--- src/design/mpls_pkg.sv ---
// shared widths, coefficients, register indexes and types for the power limit scaler
package mpls_pkg;

   // wheel count is tied to the named per-wheel ports
   localparam int WHEEL_COUNT     = 4;
   localparam int SCALE_FRAC_BITS = 14;

   // field widths
   localparam int CUR_W      = 16;
   localparam int SPD_W      = 16;
   localparam int MV_W       = 15;
   localparam int EST_W      = 17;
   localparam int ALW_W      = 16;
   localparam int SCALE_W    = 15;
   localparam int BUDGET_W   = 10;
   localparam int BIAS_W     = 15;
   localparam int CSR_IDX_W  = 4;
   localparam int CSR_DATA_W = 16;

   // register indexes
   localparam logic [CSR_IDX_W-1:0] CSR_POWER_BUDGET = 4'd0;
   localparam logic [CSR_IDX_W-1:0] CSR_SCALE_BIAS   = 4'd1;

   localparam logic [BUDGET_W-1:0] BUDGET_RST = 10'd60;
   localparam logic [BIAS_W-1:0]   BIAS_RST   = 15'd246;

   // pipeline depths
   localparam int LANE_STAGES  = 4;
   localparam int MERGE_STAGES = 3;

   // per-wheel power terms, units of 2^-40 W
   localparam int PROD_W = 32;
   localparam int TERM_W = 54;
   localparam int ABS_W  = 53;
   localparam logic signed [TERM_W-1:0] COEF_KT = 54'sd2195604;
   localparam logic signed [TERM_W-1:0] COEF_K2 = 54'sd159759;
   localparam logic signed [TERM_W-1:0] COEF_KA = 54'sd135240;
   localparam logic signed [TERM_W-1:0] COEF_C  = 54'sd4487106952954;

   // estimate: round(sum * 20 / (17 * 2^36)) in 1/16 W
   localparam int SUM_W       = ABS_W + $clog2(WHEEL_COUNT);
   localparam int X_W         = SUM_W + 5;
   localparam int EST_SHIFT   = 36;
   localparam int Y_FULL_W    = X_W - EST_SHIFT;
   localparam int Y_W         = 22;
   localparam logic [X_W-1:0]      ROUND_ADD = X_W'(64'd584115552256);
   localparam logic [Y_FULL_W-1:0] Y_SAT     = Y_FULL_W'(2228224);
   localparam int DIV17_MULT_W = 23;
   localparam logic [DIV17_MULT_W-1:0] DIV17_MULT = 23'd7895161;
   localparam int DIV17_SHIFT = 27;
   localparam logic [EST_W-1:0] EST_MAX = '1;

   // budget from capacitor voltage
   localparam logic [MV_W-1:0] MV_LOW_MAX = 15'd6000;
   localparam int MV_PROD_W = 23;
   localparam logic [MV_PROD_W-1:0] GAIN_BOOST = 23'd240;
   localparam logic [MV_PROD_W-1:0] GAIN_BASE  = 23'd224;
   localparam int DIV1000_MULT_W = 24;
   localparam logic [DIV1000_MULT_W-1:0] DIV1000_MULT = 24'd8589935;
   localparam int DIV1000_SHIFT = 33;
   localparam int MV_Q_W = 13;
   localparam logic signed [ALW_W-1:0] ALW_LOW_OFS = 16'sd32;

   localparam logic [SCALE_W-1:0] SCALE_MAX = '1;

   // word handed from the merge stage to the divider
   typedef struct packed {
      logic [EST_W-1:0]        est;
      logic signed [ALW_W-1:0] allowed;
   } div_req_type;

endpackage

--- src/design/mpls_budget.sv ---
// power budget from configured limit and capacitor voltage, four stages
module mpls_budget (
   input  logic                                  clock,
   input  logic                                  en,
   input  logic        [mpls_pkg::MV_W-1:0]      mv,
   input  logic                                  boost,
   input  logic        [mpls_pkg::BUDGET_W-1:0]  budget_w,
   output logic signed [mpls_pkg::ALW_W-1:0]     allowed
);

   localparam int PW = mpls_pkg::MV_PROD_W + mpls_pkg::DIV1000_MULT_W;

   logic [mpls_pkg::MV_PROD_W-1:0] p_ff, p_in;
   logic [PW-1:0]                  prod_ff, prod_in;
   logic [mpls_pkg::MV_Q_W-1:0]    q_ff, q_in;
   logic                           low1_ff, low1_in, low2_ff, low3_ff;
   logic signed [mpls_pkg::ALW_W-1:0] base;
   logic signed [mpls_pkg::ALW_W-1:0] allowed_ff, allowed_in;

   assign p_in = mpls_pkg::MV_PROD_W'(mv)
               * (boost ? mpls_pkg::GAIN_BOOST : mpls_pkg::GAIN_BASE);
   assign low1_in = (mv <= mpls_pkg::MV_LOW_MAX);

   // floor(p / 1000) by reciprocal multiply
   assign prod_in = PW'(p_ff) * PW'(mpls_pkg::DIV1000_MULT);
   assign q_in    = prod_ff[mpls_pkg::DIV1000_SHIFT +: mpls_pkg::MV_Q_W];

   assign base = $signed(mpls_pkg::ALW_W'({budget_w, 4'b0000}));
   assign allowed_in = low3_ff ? base - mpls_pkg::ALW_LOW_OFS
                               : base + $signed(mpls_pkg::ALW_W'(q_ff));

   always_ff @(posedge clock) begin
      if (en) begin
         p_ff       <= p_in;
         low1_ff    <= low1_in;
         prod_ff    <= prod_in;
         low2_ff    <= low1_ff;
         q_ff       <= q_in;
         low3_ff    <= low2_ff;
         allowed_ff <= allowed_in;
      end
   end

   assign allowed = allowed_ff;

endmodule

--- config.mk ---
export PLATFORM = sky130hd
export DESIGN_NAME = mpls_budget
export DESIGN_NICKNAME = d
export VERILOG_FILES = /design/src/design/mpls_pkg.sv /design/src/design/mpls_budget.sv
export SDC_FILE = /design/constraint.sdc
export NUM_CORES = 1
export LEC_CHECK = 0
export ABC_AREA = 1
export BUFFER_PORTS_ARGS = -buffer_cell sky130_fd_sc_hd__buf_4
export CAP_MARGIN = 25
export CORE_MARGIN = 4
export CORE_UTILIZATION = 60
export DETAILED_ROUTE_END_ITERATION = 10
export PLACE_DENSITY_LB_ADDON = 0.15
export REMOVE_ABC_BUFFERS = 1
export SETUP_SLACK_MARGIN = 0.2
export SLEW_MARGIN = 20
export SYNTH_ARGS = -nofsm -noshare
export SYNTH_HDL_FRONTEND = slang
export SYNTH_SLANG_ARGS = --single-unit
export TNS_END_PERCENT = 10
--- constraint.sdc ---
create_clock -name clock -period 7.4 [get_ports clock]
set_clock_uncertainty 0.05 [all_clocks]
set_input_delay 1.48 -clock clock [delete_from_list [all_inputs] [get_ports clock]]
set_output_delay 1.48 -clock clock [all_outputs]
set_load 0.02 [all_outputs]
==> flow_summary.json, run 1 <==
{
  "status": "complete, no violations",
  "crit_top_cell": "fa_1",
  "postCtsSetupBuffers": 0,
  "die-area_um2": 23100,
  "max_slew_margin": 0.425,
  "hpwl_um": 25100,
  "dieHeight_um": 152,
  "grt_pass1_vias": 8914,
  "first_pass_iters": 5,
  "synth_top_family_by_area": "adder cells",
  "start_util": 0.614,
  "cpLargestDelayFamily": "adder cells",
  "grt_pass1_wl_um": 46300,
  "rsz0062_at_grt": "no",
  "drtIter0Drc": 495,
  "hold_class": "reg2reg",
  "tns_ns": 0,
  "synth_seq_cells": 64,
  "seq_area_um2": 1920,
  "drive_gt1_frac": 0.0620,
  "antenna_found_initial": 1,
  "ioPinCount": 44,
  "worstPathArrival_ns": 5.95,
  "max_freq_ghz": 0.170,
  "min_period_over_period": 0.796,
  "viasPerCell": 5.38,
  "period_needed_ns": 5.89,
  "final_util": 0.661,
  "cp.required_ns": 7.46,
  "worst_pin_slew_ns": 0.862,
  "insertedDiodeCount": 0,
  "worstSkewPairLatency_ns": 0.35,
  "layout.nets": 1901,
  "drt-total-wl_um": 28800,
  "crit_fanout": 8,
  "yosysWarnings": 0,
  "hold_ws_ns": 0.370,
  "clk_pin_slew_ns": 0.07,
  "cp_cell_sequence": "fa_1 -> inv_1 -> fa_1 -> inv_1 -> fa_1 -> fa_1 -> fa_1 -> inv_1 -> fa_1 -> inv_1 -> ha_1 -> ha_1 -> nand2_1 -> o21ai_0 -> a21oi_1 -> nor2_1 -> nor2_1 -> nand2_1 -> nand2_1 -> nand2_1",
  "cts.htree.levels": 3,
  "synthAdderAreaFrac": 0.535,
  "drc": 0,
  "cap_viol_max_count": 0,
  "synth-simple-area-share": 0.130,
  "vias": 9169,
  "seq_area_frac_synth": 0.154,
  "gp_congestion": 0.996,
  "core_area_um2": 20300,
  "worst_path_largest_cell_delay_ns": 0.63,
  "row_count": 52,
  "synth_compound_area_frac": 0.0604,
  "cts_made_buffers": 9,
  "finalMaxSlewViolations": 0,
  "cp-start-kind": "flip-flop",
  "avgSynthCellArea_um2": 9.02,
  "synthMuxAreaShare": 0,
  "setup_viol": 0,
  "areaGrowthSynthToFinish_pct": 7.70,
  "grt-ovfl-total": 0,
  "path_class": "reg2reg",
  "ant_nets": 0,
  "cts.hold.buffers_added": 0,
  "grt_max_degree": 65,
  "clk_root_buffer_cell": "clkbuf_16",
  "cp_num_buf_inv": 4,
  "multiInputGateArea_um2": 9220,
  "crit_slowest_cell": "fa_1",
  "fillers": 1730,
  "cts_tree": "done",
  "grt_usage": 0.253,
  "drt-wirelength-per-cell_um": 16.9,
  "numPortBuffers": 43,
  "ctsResizeCount": 0,
  "synth_cell_type_count": 38,
  "die_width_um": 152,
  "hold_violations": 0,
  "synth_cells": 1380,
  "cp-end-kind": "flip-flop",
  "synthXorXnorAreaFrac": 0.0155,
  "cts_sinks": 64,
  "syn_area_um2": 12500,
  "cts_buffer_depth": 2
}
registers in the layout (all words and copies together), names as in the netlist:
| name | flops |
|---|---|
| p_ff | 19 |
| low1_ff | 1 |
| low3_ff | 1 |
| q_ff | 13 |
| low2_ff | 1 |
| allowed | 16 |
| prod_ff | 13 |
layout by cell type, fill, tap and decap left out, types with 2 or more instances in the layout:
cell       synthesis  layout
xnor2_1            6       6
a21oi_1           64      64
edfxtp_1          64      64
nor2_1            75      75
a21o_1             8       8
nand4_1           14      14
nor4_1             3       3
clkinv_1           1       3
inv_1            340     340
o21ai_1            7       7
nand3_1           36      36
o21bai_1           9       9
a31oi_1            4       4
a21boi_0           2       2
fa_1             151     151
bufinv_16          0       2
o21ai_0           32      32
nor3_2             5       5
nand2_2            6       6
inv_2              5       5
buf_4              0      43
ha_1             291     291
nand2_1          199     199
o22ai_1            3       3
xor2_1            16      16
nor3_1            15      15
nor2_2             9       9
clkbuf_16          0       9
synth_stat cells, drive strengths merged:
| cell type | count | area (um^2) |
|---|---|---|
| o21bai | 9 | 67.6 |
| nor4 | 5 | 52.6 |
| xor2 | 16 | 140 |
| clkbuf | 3 | 11.3 |
| a31oi | 4 | 25.0 |
| inv | 345 | 1290 |
| a21oi | 65 | 337 |
| clkinv | 1 | 3.75 |
| a21o | 8 | 60.1 |
| a32oi | 1 | 8.76 |
| a31o | 1 | 8.76 |
| o31ai | 1 | 7.51 |
| and2 | 1 | 6.26 |
| nor3 | 21 | 141 |
| nand2 | 205 | 785 |
| nand3 | 36 | 180 |
| nand4 | 14 | 87.6 |
| nor2 | 85 | 349 |
| a21boi | 2 | 15.0 |
| edfxtp | 64 | 1920 |
| or2 | 2 | 12.5 |
| o21ai | 40 | 204 |
| o22ai | 3 | 18.8 |
| ha | 291 | 3640 |
| xnor2 | 6 | 52.6 |
| fa | 151 | 3020 |
per-layer routing:
layer / global-route usage / up-vias / share of wire
met3: 0.0392 / 34 / 0.059
li1: - / 4499 / -
met4: 0.0557 / 2 / 0.020
met5: 0 / - / 0.00038
met2: 0.383 / 229 / 0.45
met1: 0.387 / 4405 / 0.48
per-stage QoR:
stage | setup WS (ns) | area, um^2 | cells
3_3_place_gp | 1.62 | 13100 | 1690
4_1_cts | 1.53 | 13400 | 1705
6_report | 1.51 | 13400 | 1705
5_1_grt | 1.20 | 13400 | 1705
2_1_floorplan | 1.91 | 12400 | 1377
3_5_place_dp | 1.54 | 13100 | 1690
layout make-up:
| class | count | share of cell area |
|---|---|---|
| sequential | 64 | 0.143 |
| clock inverter | 6 | 0.00625 |
| inverter | 346 | 0.0968 |
| clock buffer | 9 | 0.0168 |
| multi-input combinational | 967 | 0.688 |
| tap | 270 | 0.0252 |
| timing repair buffer | 43 | 0.0241 |
cell families after synthesis:
| logic type | Yosys count |
|---|---|
| compound gates | 134 |
| xor+xnor | 22 |
| fa+ha+maj | 442 |
| buf+inv | 349 |
| flops | 64 |
| simple gates | 369 |
worst paths after layout:
check | start | slack (ns) | cells after the start | end
worst max-delay path | p_ff[20] | 1.51 | 20 | prod_ff[36]
worst min-delay path | prod_ff[33] | 0.37 | 0 | q_ff[0]
worst max register to register | p_ff[20] | 1.51 | 20 | prod_ff[36]
worst min register to register | prod_ff[33] | 0.37 | 0 | q_ff[0]
Power of run 1 is not shown: default switching activity piles up to over one toggle a cycle in this logic, so the estimate is an artifact.
==> run 2, diff against run 1 <==
--- a/config.mk
+++ b/config.mk
@@ -9,7 +9,7 @@
 export BUFFER_PORTS_ARGS = -buffer_cell sky130_fd_sc_hd__buf_4
 export CAP_MARGIN = 25
 export CORE_MARGIN = 4
-export CORE_UTILIZATION = 60
+export CORE_UTILIZATION = 59
 export DETAILED_ROUTE_END_ITERATION = 10
 export PLACE_DENSITY_LB_ADDON = 0.15
 export REMOVE_ABC_BUFFERS = 1
==> constraint.sdc (replaced) <==
create_clock -name clock -period 4.8 [get_ports clock]
set_clock_uncertainty 0.05 [all_clocks]
set_input_delay 0.96 -clock clock [delete_from_list [all_inputs] [get_ports clock]]
set_output_delay 0.96 -clock clock [all_outputs]
set_load 0.02 [all_outputs]
==> run 2 against run 1 <==
  * Hold slack lost 0.0019 ns
  * Sequential share of layout area is 1.6 points lower
  * Core utilization is 7.8 points higher
  * First-iteration DRC count is 43% higher
  * Critical path depth did not move
  * Register-to-register slack worse by 2.1 ns
  * The run now ends with negative setup slack left
  * Critical path type unchanged
  * Wire length increased by 7.0%
  * Setup slack worse by 2.1 ns
  * Clock-buffer cell count is the same
  * Flip-flop and latch count unchanged
==> flow_summary.json, run 2 (same netlist as run 1, synthesis figures left out) <==
{
  "finalMaxSlewViolations": 0,
  "drive_gt1_frac": 0.204,
  "grt_usage": 0.265,
  "areaGrowthSynthToFinish_pct": 21.5,
  "cts.htree.levels": 3,
  "crit_slowest_cell": "fa_2",
  "die-area_um2": 23500,
  "crit_top_cell": "inv_2",
  "hpwl_um": 26000,
  "final_common_cell": "inv_1",
  "viasPerCell": 5.31,
  "stdcell_count": 1847,
  "path_class": "reg2reg",
  "multiInputGateArea_um2": 9830,
  "die_width_um": 153,
  "cp-startpoint": "p_ff[21]",
  "antenna_found_initial": 0,
  "period_needed_ns": 5.39,
  "worst_pin_slew_ns": 0.930,
  "numPortBuffers": 43,
  "cts_sinks": 64,
  "gp_congestion": 0.930,
  "largest_reg_flops": 19,
  "grt_pass1_vias": 10000,
  "start_util": 0.608,
  "ioPinCount": 44,
  "grt_max_degree": 65,
  "hold_ws_ns": 0.368,
  "drt-total-wl_um": 30800,
  "r2r_setup_slack_ns": -0.59,
  "r2r_start": "p_ff[21]",
  "row_count": 52,
  "worst_path_largest_cell_delay_ns": 0.63,
  "cts_made_buffers": 9,
  "vias": 9804,
  "crit_fanout": 4,
  "cp_cell_sequence": "fa_2 -> inv_2 -> fa_2 -> inv_2 -> fa_2 -> fa_1 -> fa_1 -> inv_1 -> fa_1 -> inv_2 -> ha_4 -> ha_4 -> nand2_4 -> nor2_4 -> inv_2 -> buf_6 -> nor4_4 -> nand2_1 -> nand3_1 -> nand2_1",
  "min_period_over_period": 1.12,
  "post-place-cells": 1816,
  "rsz0062_at_grt": "yes",
  "largest_register": "p_ff",
  "core_area_um2": 20500,
  "hold_class": "reg2reg",
  "cts_tree": "done",
  "fillers": 1520,
  "cap_viol_max_count": 0,
  "worstSkewPairLatency_ns": 0.34,
  "ant_nets": 0,
  "seq_area_um2": 1920,
  "fin_ws_ns": -0.593,
  "layout.nets": 2043,
  "grt_pass1_wl_um": 49800,
  "clk_pin_slew_ns": 0.06,
  "worstPathArrival_ns": 5.43,
  "violations": "negative setup slack",
  "cts.hold.buffers_added": 0,
  "clk_root_buffer_cell": "clkbuf_16",
  "insertedDiodeCount": 0,
  "first_pass_iters": 5,
  "max_freq_ghz": 0.185,
  "drtIter0Drc": 707,
  "max_slew_margin": 0.380,
  "cts_buffer_depth": 2,
  "setup_viol": 13,
  "crit_end": "prod_ff[38]",
  "r2r-end": "prod_ff[38]",
  "status": "finished, violations left",
  "cp.required_ns": 4.84,
  "reg2reg_depth": 20,
  "drt-wirelength-per-cell_um": 16.7,
  "drc": 0,
  "cp-start-kind": "flip-flop",
  "cp-end-kind": "flip-flop",
  "dieHeight_um": 153,
  "hold_violations": 0,
  "hold_start": "prod_ff[41]",
  "grt-ovfl-total": 0,
  "layout_common_cells": "inv_1, ha_1, nand2_1"
}
==> run 2: cell types whose count changed in the layout (fill, tap and decap cells not counted), sizes merged <==
cell and change:
clkinvlp -1, bufinv +1, buf +142
==> run 2: worst max-delay path: cells and delay by family, from the launching register on <==
family	cells	cell delay, ns
buffers and inverters	6	0.37
DFF	1	0.44
adders and majority gates	8	3.63
and+or+nand+nor	6	0.64
==> run 2: final cells by class <==
type                    count  share of cell area
multi-input cells         967               0.649
flip-flops and latches     64               0.127
repair buffers            185              0.0935
inverters                 346              0.0858
well taps                 270              0.0223
clock buffers               9              0.0149
clock inverters             6             0.00711
==> run 2: layer usage <==
metal,up-vias,track usage,part of all wire
li1,4778,-,-
met1,4745,0.371,0.45
met2,232,0.424,0.46
met3,49,0.0483,0.059
met4,0,0.0751,0.027
met5,-,0,0
==> run 2: how the worst min path moves through the flow <==
stage,end,cells after the start
finish,q_ff[8],0
global placement,q_ff[1],0
global route,q_ff[12],0
detailed placement,q_ff[8],0
CTS,q_ff[8],0
floorplan,low2_ff,0
==> run 2: repair_timing <==
action                                  in CTS  in global routing
endpoints found under the hold margin        0                  0
buffers inserted                            11                  5
endpoints found under the setup margin      13                 13
gates cloned                                 0                  0
resized for setup                           73                 47
pin swaps                                   40                 27
==> run 2: per-stage QoR <==
stage               utilization  TNS [ns]  cell area (um^2)  worst slack (ns)
finish                    0.739     -6.80             15100            -0.593
global placement          0.686     -9.98             14000            -0.805
floorplan                     -     -8.29             12400            -0.693
CTS                       0.727     -6.63             14900            -0.578
global route              0.739     -9.04             15100            -0.740
detailed placement        0.686    -10.51             14000            -0.872
Power of run 2 is left out for the same reason.
==> run 3, diff against run 2 <==
--- a/config.mk
+++ b/config.mk
@@ -8,8 +8,7 @@
 export ABC_AREA = 1
 export BUFFER_PORTS_ARGS = -buffer_cell sky130_fd_sc_hd__buf_4
 export CAP_MARGIN = 25
-export CORE_MARGIN = 4
-export CORE_UTILIZATION = 59
+export CORE_UTILIZATION = 35
 export DETAILED_ROUTE_END_ITERATION = 10
 export PLACE_DENSITY_LB_ADDON = 0.15
 export REMOVE_ABC_BUFFERS = 1
==> run 3 against run 2 <==
  * The flow still finishes with violations (negative setup slack)
  * Global-route usage fell by 8.1 points
  * Flip-flop and latch count did not move
  * Critical path depth is 1 higher
  * Sequential share of layout area fell by 0.23 points
  * Fmax increased by 1.7%
  * Via count shrank 5.6%
  * Non-clock buffer count shrank 4
  * Wire length up 1.4%
  * Clock-buffer cell count unchanged
  * Critical endpoint is now prod_ff[34]
==> flow_summary.json, run 3 (same netlist as run 1, synthesis figures left out) <==
{
  "ioPinCount": 44,
  "worstPathArrival_ns": 5.36,
  "numPortBuffers": 43,
  "clk_root_buffer_cell": "clkbuf_16",
  "drtIter0Drc": 285,
  "stdcell_count": 2029,
  "largest_reg_flops": 19,
  "cts_buffer_depth": 2,
  "setup_viol": 13,
  "cp-end-kind": "flip-flop",
  "worst_path_largest_cell_delay_ns": 0.52,
  "finalMaxSlewViolations": 0,
  "drc": 0,
  "viasPerCell": 4.56,
  "hold_ws_ns": 0.370,
  "path_class": "reg2reg",
  "cts.htree.levels": 3,
  "die_width_um": 191,
  "grt_pass1_wl_um": 51500,
  "violations": "negative setup slack",
  "layout_common_cells": "inv_1, ha_1, nand2_1",
  "dieHeight_um": 191,
  "cts_sinks": 64,
  "cap_viol_max_count": 0,
  "grt-ovfl-total": 0,
  "min_period_over_period": 1.10,
  "drt-wirelength-per-cell_um": 15.4,
  "hold_class": "reg2reg",
  "layout.nets": 2039,
  "max_slew_margin": 0.386,
  "antenna_found_initial": 0,
  "worst_pin_slew_ns": 0.921,
  "core_area_um2": 34800,
  "largest_register": "p_ff",
  "grt_pass1_vias": 9948,
  "hold_violations": 0,
  "grt_max_degree": 65,
  "pre_cts_slack_ns": -0.935,
  "max_freq_ghz": 0.189,
  "final_common_cell": "inv_1",
  "row_count": 68,
  "gp_congestion": 0.910,
  "die-area_um2": 36300,
  "first_pass_iters": 5,
  "period_needed_ns": 5.30,
  "vias": 9255,
  "insertedDiodeCount": 0,
  "ant_nets": 0,
  "drt-total-wl_um": 31200,
  "hpwl_um": 27400,
  "fin_ws_ns": -0.500,
  "drive_gt1_frac": 0.209,
  "start_util": 0.358,
  "crit_top_cell": "fa_1",
  "clk_pin_slew_ns": 0.06,
  "cts_made_buffers": 9,
  "rsz0062_at_grt": "yes",
  "cts_tree": "done",
  "crit_slowest_cell": "fa_1",
  "grt_usage": 0.184,
  "cp-start-kind": "flip-flop",
  "cp_cell_sequence": "fa_2 -> fa_1 -> inv_1 -> fa_1 -> inv_1 -> fa_1 -> fa_1 -> inv_1 -> fa_1 -> inv_2 -> ha_4 -> ha_4 -> buf_6 -> nand2_8 -> nor2_4 -> inv_2 -> nor3_4 -> nand2_1 -> o21bai_4 -> nand4_1 -> nand2_1",
  "areaGrowthSynthToFinish_pct": 23.8,
  "cp.required_ns": 4.86,
  "status": "finished, violations left",
  "worstSkewPairLatency_ns": 0.35,
  "post-place-cells": 2005,
  "crit_fanout": 4
}
==> run 3: changes by cell type in the layout (fill, tap and decap cells not counted), moves of 3 or more <==
| cell | change |
|---|---|
| nor2_1 | -5 |
| o21ai_2 | +5 |
| a21oi_4 | +4 |
| o21ai_1 | -4 |
| buf_4 | -3 |
| nor2_4 | +3 |
| nor4_1 | +3 |
==> run 3: metrics by stage <==
stage          instance area, um^2   util  TNS, ns
3_3_place_gp                 14300  0.411   -10.24
2_1_floorplan                12400      -    -8.29
4_1_cts                      15100  0.435    -6.07
6_report                     15400  0.443    -5.64
5_1_grt                      15400  0.443    -8.32
3_5_place_dp                 14300  0.411   -10.84
==> run 3: area by class of cell <==
cell class	instances	area [um^2]
sequential	64	1920
clock inverter	7	103
timing repair buffer	181	1380
inverter	346	1300
multi-input combinational	967	9920
clock buffer	9	225
tap	455	569
fill	3446	19400
==> run 3: what timing repair did <==
action,CTS,global route
endpoints found under the setup margin,13,13
hold buffers,0,0
endpoints found under the hold margin,0,0
pin swaps,49,27
resized for setup,98,44
setup buffers,3,5
==> run 3: final timing paths <==
check                   start     endpoint  slack (ns)  depth (start not counted)
setup / recovery     p_ff[20]  prod_ff[34]       -0.50                         21
hold / removal    prod_ff[42]      q_ff[9]        0.37                          0
setup reg to reg     p_ff[20]  prod_ff[34]       -0.50                         21
hold reg to reg   prod_ff[42]      q_ff[9]        0.37                          0
==> run 3: layer usage <==
layer	GRT usage	vias up	wire (um)
li1	-	4773	-
met1	0.223	4342	14100
met4	0.0643	0	1110
met2	0.336	93	15500
met3	0.0197	47	587
met5	0	-	0
==> run 3: worst max-delay path: cells and delay by family (launching register included) <==
family / cells / cell delay (ns)
adders and majority gates: 8 / 3.53
and+or+nand+nor: 6 / 0.51
DFF: 1 / 0.43
buffers and inverters: 6 / 0.36
AOI/OAI and AO/OA: 1 / 0.17
Power of run 3 is left out for the same reason.
